### src/rtl/tpr_pkg.sv
`default_nettype none

package tpr_pkg;

    localparam int unsigned KWidth      = 24;
    localparam int unsigned LevelWidth  = 16;
    localparam int unsigned PeriodWidth = 16;
    localparam int unsigned SpeedWidth  = 8;
    localparam int unsigned RunWidth    = 8;
    localparam int unsigned CfgIdxWidth = 2;
    localparam int unsigned CountWidth  = $clog2(KWidth);

    localparam logic [KWidth-1:0]     KReset       = KWidth'(1500000);
    localparam logic [LevelWidth-1:0] CutOnReset   = LevelWidth'(260);
    localparam logic [LevelWidth-1:0] CutOffReset  = LevelWidth'(250);
    localparam logic [RunWidth-1:0]   RunReset     = RunWidth'(16);
    localparam logic [PeriodWidth-1:0] SpeedClamp  = PeriodWidth'(255);

    localparam logic [CfgIdxWidth-1:0] CfgSpeedConst = 2'd0;
    localparam logic [CfgIdxWidth-1:0] CfgCutOn      = 2'd1;
    localparam logic [CfgIdxWidth-1:0] CfgCutOff     = 2'd2;
    localparam logic [CfgIdxWidth-1:0] CfgRunLevel   = 2'd3;

    typedef enum logic [1:0] {
        ST_IDLE,
        ST_DIV,
        ST_DONE
    } state_t;

endpackage

`default_nettype wire

### src/rtl/tach_period_to_rpm_with_cutoff.sv
`default_nettype none

// Channel   Direction  Handshake          Payload
// input     in         in_valid/in_stall  period_ticks
// result    out        out_valid/out_stall speed_code, engine_running, cutoff_active,
//                                          afterstart_arm, sequential_clear
// config    in         cfg_we             cfg_index, cfg_data
//
// Each beat is accepted in the idle state, passes through the restoring divider that
// retires one quotient bit per cycle, and has its limits evaluated in the done state.
// A new beat is accepted once the divider is idle, even while a result waits.
// Reset clears the cutoff flag and the control state and sets the configuration registers to their defaults.
// A stalled result holds the finished item in the final state until taken.

module tach_period_to_rpm_with_cutoff (
    input  wire logic                              clk,
    input  wire logic                              rst_n,
    input  wire logic                              in_valid,
    output logic                                   in_stall,
    input  wire logic [tpr_pkg::PeriodWidth-1:0]   period_ticks,
    output logic                                   out_valid,
    input  wire logic                              out_stall,
    output logic [tpr_pkg::SpeedWidth-1:0]         speed_code,
    output logic                                   engine_running,
    output logic                                   cutoff_active,
    output logic                                   afterstart_arm,
    output logic                                   sequential_clear,
    input  wire logic                              cfg_we,
    input  wire logic [tpr_pkg::CfgIdxWidth-1:0]   cfg_index,
    input  wire logic [tpr_pkg::KWidth-1:0]        cfg_data
);

    localparam int unsigned KW = tpr_pkg::KWidth;
    localparam int unsigned PW = tpr_pkg::PeriodWidth;
    localparam int unsigned LW = tpr_pkg::LevelWidth;
    localparam int unsigned CW = tpr_pkg::CountWidth;
    localparam logic [CW-1:0] LastCount = CW'(KW - 1);

    logic [KW-1:0]               k_reg;
    logic [LW-1:0]               cut_on_reg;
    logic [LW-1:0]               cut_off_reg;
    logic [tpr_pkg::RunWidth-1:0] run_reg;
    logic                        cutoff_reg;
    logic                        cutoff_next;

    tpr_pkg::state_t state_reg;
    tpr_pkg::state_t state_next;

    logic [CW-1:0] count_reg;
    logic [CW-1:0] count_next;
    logic [KW-1:0] dividend_reg;
    logic [KW-1:0] dividend_next;
    logic [PW-1:0] period_reg;
    logic [PW-1:0] period_next;
    logic [PW-1:0] rem_reg;
    logic [PW-1:0] rem_next;
    logic [PW-1:0] quot_reg;
    logic [PW-1:0] quot_next;
    logic          ovf_reg;
    logic          ovf_next;

    logic                        out_valid_reg;
    logic                        out_valid_next;
    logic [tpr_pkg::SpeedWidth-1:0] speed_reg;
    logic                        running_reg;
    logic                        cutoff_out_reg;
    logic                        arm_reg;
    logic                        seqclr_reg;

    logic accept;
    logic div_step;
    logic finish;

    logic [PW:0]   trial;
    logic [PW:0]   trial_diff;
    logic          qbit;

    logic          stall_det;
    logic [PW-1:0] raw;
    logic [tpr_pkg::SpeedWidth-1:0] speed_val;
    logic          stopped;
    logic          flag_val;

    assign accept = in_valid && !in_stall;

    // Configuration registers.
    always_ff @(posedge clk or negedge rst_n)
    begin
        if (!rst_n)
        begin
            k_reg       <= tpr_pkg::KReset;
            cut_on_reg  <= tpr_pkg::CutOnReset;
            cut_off_reg <= tpr_pkg::CutOffReset;
            run_reg     <= tpr_pkg::RunReset;
        end
        else if (cfg_we)
        begin
            case (cfg_index)
                tpr_pkg::CfgSpeedConst: k_reg       <= cfg_data;
                tpr_pkg::CfgCutOn:      cut_on_reg  <= cfg_data[LW-1:0];
                tpr_pkg::CfgCutOff:     cut_off_reg <= cfg_data[LW-1:0];
                tpr_pkg::CfgRunLevel:   run_reg     <= cfg_data[tpr_pkg::RunWidth-1:0];
                default:                ;
            endcase
        end
    end

    // Next state.
    always_comb
    begin
        state_next = state_reg;
        case (state_reg)
            tpr_pkg::ST_IDLE:
            begin
                if (in_valid)
                begin
                    state_next = tpr_pkg::ST_DIV;
                end
            end
            tpr_pkg::ST_DIV:
            begin
                if (count_reg == LastCount)
                begin
                    state_next = tpr_pkg::ST_DONE;
                end
            end
            tpr_pkg::ST_DONE:
            begin
                if (!out_valid_reg || !out_stall)
                begin
                    state_next = tpr_pkg::ST_IDLE;
                end
            end
            default: state_next = tpr_pkg::ST_IDLE;
        endcase
    end

    // State outputs.
    always_comb
    begin
        in_stall = 1'b1;
        div_step = 1'b0;
        finish   = 1'b0;
        case (state_reg)
            tpr_pkg::ST_IDLE: in_stall = 1'b0;
            tpr_pkg::ST_DIV:  div_step = 1'b1;
            tpr_pkg::ST_DONE: finish   = !out_valid_reg || !out_stall;
            default:          ;
        endcase
    end

    // One restoring division step per cycle.
    assign trial      = {rem_reg, dividend_reg[KW-1]};
    assign trial_diff = trial - {1'b0, period_reg};
    assign qbit       = !trial_diff[PW];

    always_comb
    begin
        count_next    = count_reg;
        dividend_next = dividend_reg;
        period_next   = period_reg;
        rem_next      = rem_reg;
        quot_next     = quot_reg;
        ovf_next      = ovf_reg;
        if (accept)
        begin
            count_next    = '0;
            dividend_next = k_reg;
            period_next   = period_ticks;
            rem_next      = '0;
            quot_next     = '0;
            ovf_next      = 1'b0;
        end
        else if (div_step)
        begin
            count_next    = count_reg + CW'(1);
            dividend_next = {dividend_reg[KW-2:0], 1'b0};
            rem_next      = qbit ? trial_diff[PW-1:0] : trial[PW-1:0];
            quot_next     = {quot_reg[PW-2:0], qbit};
            ovf_next      = ovf_reg || quot_reg[PW-1];
        end
    end

    // Speed, limits and cutoff hysteresis.
    always_comb
    begin
        stall_det = (period_reg == '0) || (k_reg < {{(KW-PW){1'b0}}, period_reg});
        raw       = ovf_reg ? '1 : quot_reg;
        if (stall_det)
        begin
            speed_val = '0;
        end
        else if (raw > tpr_pkg::SpeedClamp)
        begin
            speed_val = tpr_pkg::SpeedClamp[tpr_pkg::SpeedWidth-1:0];
        end
        else
        begin
            speed_val = raw[tpr_pkg::SpeedWidth-1:0];
        end
        stopped  = speed_val < run_reg;
        flag_val = cutoff_reg;
        if (stall_det)
        begin
            flag_val = 1'b0;
        end
        else
        begin
            if (raw > cut_on_reg)
            begin
                flag_val = 1'b1;
            end
            if (raw < cut_off_reg)
            begin
                flag_val = 1'b0;
            end
        end
        if (stopped)
        begin
            flag_val = 1'b0;
        end
        cutoff_next    = finish ? flag_val : cutoff_reg;
        out_valid_next = finish || (out_valid_reg && out_stall);
    end

    always_ff @(posedge clk or negedge rst_n)
    begin
        if (!rst_n)
        begin
            state_reg     <= tpr_pkg::ST_IDLE;
            count_reg     <= '0;
            cutoff_reg    <= 1'b0;
            out_valid_reg <= 1'b0;
        end
        else
        begin
            state_reg     <= state_next;
            count_reg     <= count_next;
            cutoff_reg    <= cutoff_next;
            out_valid_reg <= out_valid_next;
        end
    end

    always_ff @(posedge clk)
    begin
        dividend_reg <= dividend_next;
        period_reg   <= period_next;
        rem_reg      <= rem_next;
        quot_reg     <= quot_next;
        ovf_reg      <= ovf_next;
        if (finish)
        begin
            speed_reg      <= speed_val;
            running_reg    <= !stopped;
            cutoff_out_reg <= flag_val;
            arm_reg        <= stopped;
            seqclr_reg     <= stall_det;
        end
    end

    assign out_valid        = out_valid_reg;
    assign speed_code       = speed_reg;
    assign engine_running   = running_reg;
    assign cutoff_active    = cutoff_out_reg;
    assign afterstart_arm   = arm_reg;
    assign sequential_clear = seqclr_reg;

    a_stall_speed: assert property (@(posedge clk) disable iff (!rst_n)
        out_valid && sequential_clear |-> speed_code == '0)
        else $error("stalled beat carries a nonzero speed");

    a_cutoff_running: assert property (@(posedge clk) disable iff (!rst_n)
        out_valid && cutoff_active |-> engine_running)
        else $error("cutoff set while engine is stopped");

    a_run_arm: assert property (@(posedge clk) disable iff (!rst_n)
        out_valid |-> engine_running != afterstart_arm)
        else $error("running and after-start arm disagree");

    a_busy_stall: assert property (@(posedge clk) disable iff (!rst_n)
        state_reg == tpr_pkg::ST_DIV |-> in_stall && count_reg <= LastCount)
        else $error("divider accepts input or overruns its count");

    a_flag_tracks: assert property (@(posedge clk) disable iff (!rst_n)
        finish |=> cutoff_reg == cutoff_out_reg)
        else $error("cutoff state and delivered flag differ");

endmodule

`default_nettype wire

### config.mk
export PLATFORM = sky130hd
export DESIGN_NAME = tach_period_to_rpm_with_cutoff
export DESIGN_NICKNAME = d
export VERILOG_FILES = /design/src/rtl/tpr_pkg.sv /design/src/rtl/tach_period_to_rpm_with_cutoff.sv
export SDC_FILE = /design/constraint.sdc
export NUM_CORES = 1
export LEC_CHECK = 0
export CAP_MARGIN = 20
export CORE_ASPECT_RATIO = 0.8
export CORE_MARGIN = 1
export CORE_UTILIZATION = 25
export DETAILED_ROUTE_END_ITERATION = 6
export DONT_BUFFER_PORTS = 1
export PLACE_DENSITY_LB_ADDON = 0.05
export SETUP_SLACK_MARGIN = 0.05
export SLEW_MARGIN = 10
export SYNTH_ARGS = -nofsm -noshare
export SYNTH_HDL_FRONTEND = slang
export SYNTH_SLANG_ARGS = --single-unit
export TNS_END_PERCENT = 1
### constraint.sdc
create_clock -name clk -period 8.25 [get_ports clk]
set_input_delay 1.65 -clock clk [delete_from_list [all_inputs] [get_ports clk]]
set_output_delay 1.65 -clock clk [all_outputs]
set_load 0.01 [all_outputs]
# == After elaboration in Yosys (flattened, before gate mapping) ==
# Index checks and enable logic that the tools add are counted.
# Widths: inputs -> output; s select.
# classes
add_sub_neg,2
order_cmp,5
eq_ne,9
n_mux,19
n_reduce_logical,19
# op_table
cell,n
$mux 24,2
$mux 16,2
$lt 24x16->1,1
$sub 17x16->17,1
$gt 16x16->1,1
$gt 16x8->1 const B,1
$logic_not 16->1,1
$lt 16x16->1,1
$mux 8,2
$mux 5,2
$lt 8x8->1,1
$reduce_and 2->1,4
$mux 1,7
$eq 2x2->1 const B,3
$mux 2,3
$ne 2x2->1 const B,3
$pmux 2 s3,1
$add 5x1->5 const B,1
$eq 5x5->1 const B,1
$eq 2x1->1 const B,2
$logic_not 1->1,4
$logic_not 2->1,2
$logic_or 1x1->1,4
$reduce_and 3->1,1
2 further kinds,3
# totals
reg_bits,158
out_inout_bits,14

# == Longest topological paths before layout ==
# logic_depth
word_depth,6
ltp_mapped,17
depth_no_buf,17

# == Least setup slack after synthesis ==
# OpenSTA, ideal clock, no wires.
# synth_timing
path_type,reg-to-reg
start,register k_reg[9]
end,register cutoff_out_reg (netlist: cutoff_active) (data pin)
setup_ns,0.267
arrival_ns,3.057
required_ns,7.983
slack_ns,4.926
path_stages_with_launch,17
path_buffers,0
cell_sequence,dfstp_2 ha_1 a21o_1 a21o_1 a21oi_1 o2111ai_1 a21o_1 nand2_1 nor2_1 ha_1 o21ai_0 nand2b_1 a21oi_1 nor2_1 a221o_1 a31oi_4 nor3_1
# synth_via
elab_chain_cells,5
word_cells_on_any_way,6
cone_classes,2 x order compare; 3 x mux; 1 x reduce/logical
# synth_rtl
element,line,text
start: declaration,tach_period_to_rpm_with_cutoff.sv:39,logic [KW-1:0] k_reg;
start signal: assignment,tach_period_to_rpm_with_cutoff.sv:91,k_reg <= tpr_pkg::KReset;
start signal: assignment,tach_period_to_rpm_with_cutoff.sv:99,tpr_pkg::CfgSpeedConst: k_reg <= cfg_data;
$lt 24x16->1,tach_period_to_rpm_with_cutoff.sv:187,"stall_det = (period_reg == '0) || (k_reg < {{(KW-PW){1'b0}}, period_reg});"
$logic_or 1x1->1,tach_period_to_rpm_with_cutoff.sv:187,
via stall_det,tach_period_to_rpm_with_cutoff.sv:78,logic stall_det;
$mux 8,tach_period_to_rpm_with_cutoff.sv:189,if (stall_det)
via speed_val (one bit),tach_period_to_rpm_with_cutoff.sv:80,logic [tpr_pkg::SpeedWidth-1:0] speed_val;
$lt 8x8->1,tach_period_to_rpm_with_cutoff.sv:201,stopped = speed_val < run_reg;
via stopped,tach_period_to_rpm_with_cutoff.sv:81,logic stopped;
$mux 1,tach_period_to_rpm_with_cutoff.sv:218,if (stopped)
via flag_val,tach_period_to_rpm_with_cutoff.sv:82,logic flag_val;
end signal: assignment,tach_period_to_rpm_with_cutoff.sv:255,cutoff_out_reg <= flag_val;
end: declaration,tach_period_to_rpm_with_cutoff.sv:66,logic cutoff_out_reg;
# The timed path passes the listed nets, and every way through them passes these cells.
# A chain may end at the register's enable or synchronous reset.

# == Worst setup path in the final report ==
# Ends and elaborated chain as after synthesis.

==> results.sh <==
export IMPL_violations="design-rule violations"
export IMPL_wl_um=23760
export IMPL_final_nets=920
export IMPL_areaGrowthSynthToFinish_pct=13.08
export IMPL_synth_nets=919
export IMPL_fin_crit_ps=3895
export IMPL_cts_resized=0
export IMPL_max_slew_margin=0.2862
export IMPL_crit_path_end_kind="flip-flop"
export IMPL_worstPathArrival_ps=4030
export IMPL_cts_sinks=158
export IMPL_final_cell_area_um2=9505
export IMPL_dp_hpwl_um=17640
export IMPL_synthArstFlopShare=0.4620
export IMPL_clockBufferDepth=2
export IMPL_hold_viol_final=0
export IMPL_root_buffer="clkbuf_16"
export IMPL_diodes=0
export IMPL_grt_pass1_wl_um=37430
export IMPL_vias_per_cell=4.775
export IMPL_cts_setup_buffers=0
export IMPL_status="finished, violations left"
export IMPL_finClkSkew_ps=8.212
export IMPL_drt_iter0_drc=320
export IMPL_timing_final_crit_share=0.4722
export IMPL_synthFlopType="dfrtp_1"
export IMPL_place_area_um2=8897
export IMPL_grt_pass1_vias=6095
export IMPL_tritoncts="done"
export IMPL_leakagePower_nw=4.021
export IMPL_num_vias=5930
export IMPL_antenna_found_initial=0
export IMPL_peakVddDrop_mv=0.1451
export IMPL_yosys_warnings=0
export IMPL_grtUsageTotal=0.1429
export IMPL_io_buffers=0
export IMPL_syn_area_um2=8406
export IMPL_dieHeight_um=166.0
export IMPL_nFillCells=3448
export IMPL_path_max_fanout=9
export IMPL_design_core_area_um2=32780
export IMPL_yosys_area_top_type_share=0.1858
export IMPL_start_util=0.2565
export IMPL_syn_avg_cell_area_um2=10.49
export IMPL_ys_seq_area_frac=0.4845
export IMPL_overflow=0
export IMPL_syn_inst=801
export IMPL_num_io_pins=61
export IMPL_gp_congestion=0.7781
export IMPL_fp_dieW_um=207.0
export IMPL_maxSlewViolCount=0
export IMPL_grt_max_degree=74
export IMPL_firstDrtPassIters=7
export IMPL_max_cap_violations=0
export IMPL_ys_top_cells_by_area="edfxtp_1 (19%), dfrtp_1 (16%), ha_1 (10%), mux2_2 (8.6%), dfxtp_1 (7.9%)"
export IMPL_fmax_ghz=0.2567
export IMPL_power_density_nw_per_um2=364.2
export IMPL_report_power_total_mw=3.462
export IMPL_rsz0062_at_grt="false"
export IMPL_cts_buffers=17
export IMPL_cts_htree_levels=4
export IMPL_multiInputGateArea_um2=3998
export IMPL_cp_start_kind="flip-flop"
export IMPL_postCtsHoldBufs=0
export IMPL_path_class="reg -> reg"
export IMPL_final_antenna_net_count=0
export IMPL_synth_edf_count=52
export IMPL_ys_seq_elements=158
export IMPL_worstMarginPinSlew_ps=1064
export IMPL_fin_setup_tns_ps=0
export IMPL_yosysTopAreaCell="edfxtp_1"
export IMPL_wire_per_inst_um=19.13
export IMPL_report_final_setup_viol=0
export IMPL_clock_latency_ps=430
export IMPL_layout_drive_gt1_share=0.1791
export IMPL_die_area_um2=34360
export IMPL_critical_path_required_ps=8380
export IMPL_path_clk_slew_ps=60
export IMPL_rows=59
export IMPL_route_detailed_drc=2
export IMPL_synth_distinct_cells=65
export IMPL_hold_class="reg -> reg"
export IMPL_ff_latch_area_um2=4073
[where the power goes]
| group | internal, mW | switching, mW | leakage (nW) |
|---|---|---|---|
| Clock | 0.476 | 0.324 | 0.288 |
| Combinational | 0.610 | 0.786 | 2.10 |
| Sequential | 1.09 | 0.178 | 1.63 |
[worst max-delay path, cell delays in order, from the launching register on]
cell       delay [ps]
dfstp_2           540
ha_1              240
a21o_1            160
a21o_1            160
a21oi_1           150
o2111ai_1         170
a21o_1            300
nand2_1           280
nor2_1            120
ha_1              280
o21ai_0           140
nand2b_1           80
a21oi_1           190
nor2_1            110
a221o_1           400
a31oi_4           190
nor3_1             90
[placed cells by master, fill, tap and decap left out, drive strengths merged, types with 7 or more instances in the layout]
| master | instances |
|---|---|
| and3 | 8 |
| dfxtp | 33 |
| nor3 | 9 |
| nand2 | 124 |
| dfrtp | 54 |
| a21o | 12 |
| o21a | 12 |
| nand3 | 8 |
| nor2 | 36 |
| dfstp | 19 |
| a21oi | 22 |
| or2 | 17 |
| ha | 70 |
| mux2 | 65 |
| clkbuf | 24 |
| or3 | 7 |
| nand4 | 18 |
| inv | 64 |
| edfxtp | 52 |
| buf | 8 |
| o21ai | 46 |
| nand2b | 11 |
| nor2b | 8 |
[layout make-up]
type,count,share of cell area
inverters,64,0.02527
flip-flops and latches,158,0.4285
clock inverters,8,0.009214
multi-input cells,553,0.4206
repair buffers,8,0.008424
clock buffers,24,0.05186
well taps,427,0.05621
[Yosys cell counts, types with 3 or more instances]
cell type  count
a211oi_1       4
a21o_1        12
a21oi_1       21
a311o_1        3
a32o_1         3
and3_1         8
clkbuf_1      22
dfrtp_1       54
dfstp_2       19
dfxtp_1       33
edfxtp_1      52
ha_1          70
inv_1         63
mux2_2        64
nand2_1      124
nand2b_1      11
nand3_1        8
nand3b_1       6
nand4_1       18
nor2_1        36
nor2b_1        8
nor3_1         9
nor3b_1        3
nor4_1         5
o2111ai_1      5
o211ai_1       6
o21a_1        12
o21ai_0       41
o21ai_1        5
or2_2         16
or3_1          7
or4_1          3
xnor2_1        4
xor2_1         5
[logic make-up (layout without fill, tap and decap cells)]
family / after synthesis / count (layout) / share of synthesized area
AOI/OAI and AO/OA: 138 / 138 / 0.1160
xor gates and xnor gates: 9 / 9 / 0.009377
and+or+nand+nor: 268 / 268 / 0.1529
DFF: 158 / 158 / 0.4845
buffers and inverters: 90 / 104 / 0.04079
muxes: 67 / 67 / 0.08991
adders and majority gates: 71 / 71 / 0.1066
[final timing paths]
kind / from / endpoint / slack (ps) / cells past startpoint
worst max-delay path: k_reg[9] / cutoff_active / 4350 / 16
max in group asynchronous: rst_n / k_reg[5] / 7110 / 0
worst min register to register: quot_reg[15] / quot_reg[15] / 490 / 2
min in group asynchronous: rst_n / cut_off_reg[9] / 910 / 0
worst max register to register: k_reg[9] / cutoff_active / 4350 / 16
worst min-delay path: quot_reg[15] / quot_reg[15] / 490 / 2
[stage by stage]
step             util  setup WS, ps  hold slack, ps  instances
5_1_grt        0.2900          4129           509.1       1242
3_3_place_gp   0.2715          4226           464.5       1209
2_1_floorplan       -          4926           444.2        801
3_5_place_dp   0.2715          4100           481.0       1209
4_1_cts        0.2892          4340           491.6       1241
6_report       0.2900          4355           493.6       1242
[metal layers]
layer / GRT usage / routed length [um] / vias up
met5: 0 / 0 / -
met4: 0.02888 / 176 / 0
met3: 0.03744 / 986 / 8
met2: 0.2031 / 9906 / 81
met1: 0.2145 / 12690 / 2990
li1: - / - / 2851
Power figures use the tool's default switching activity.
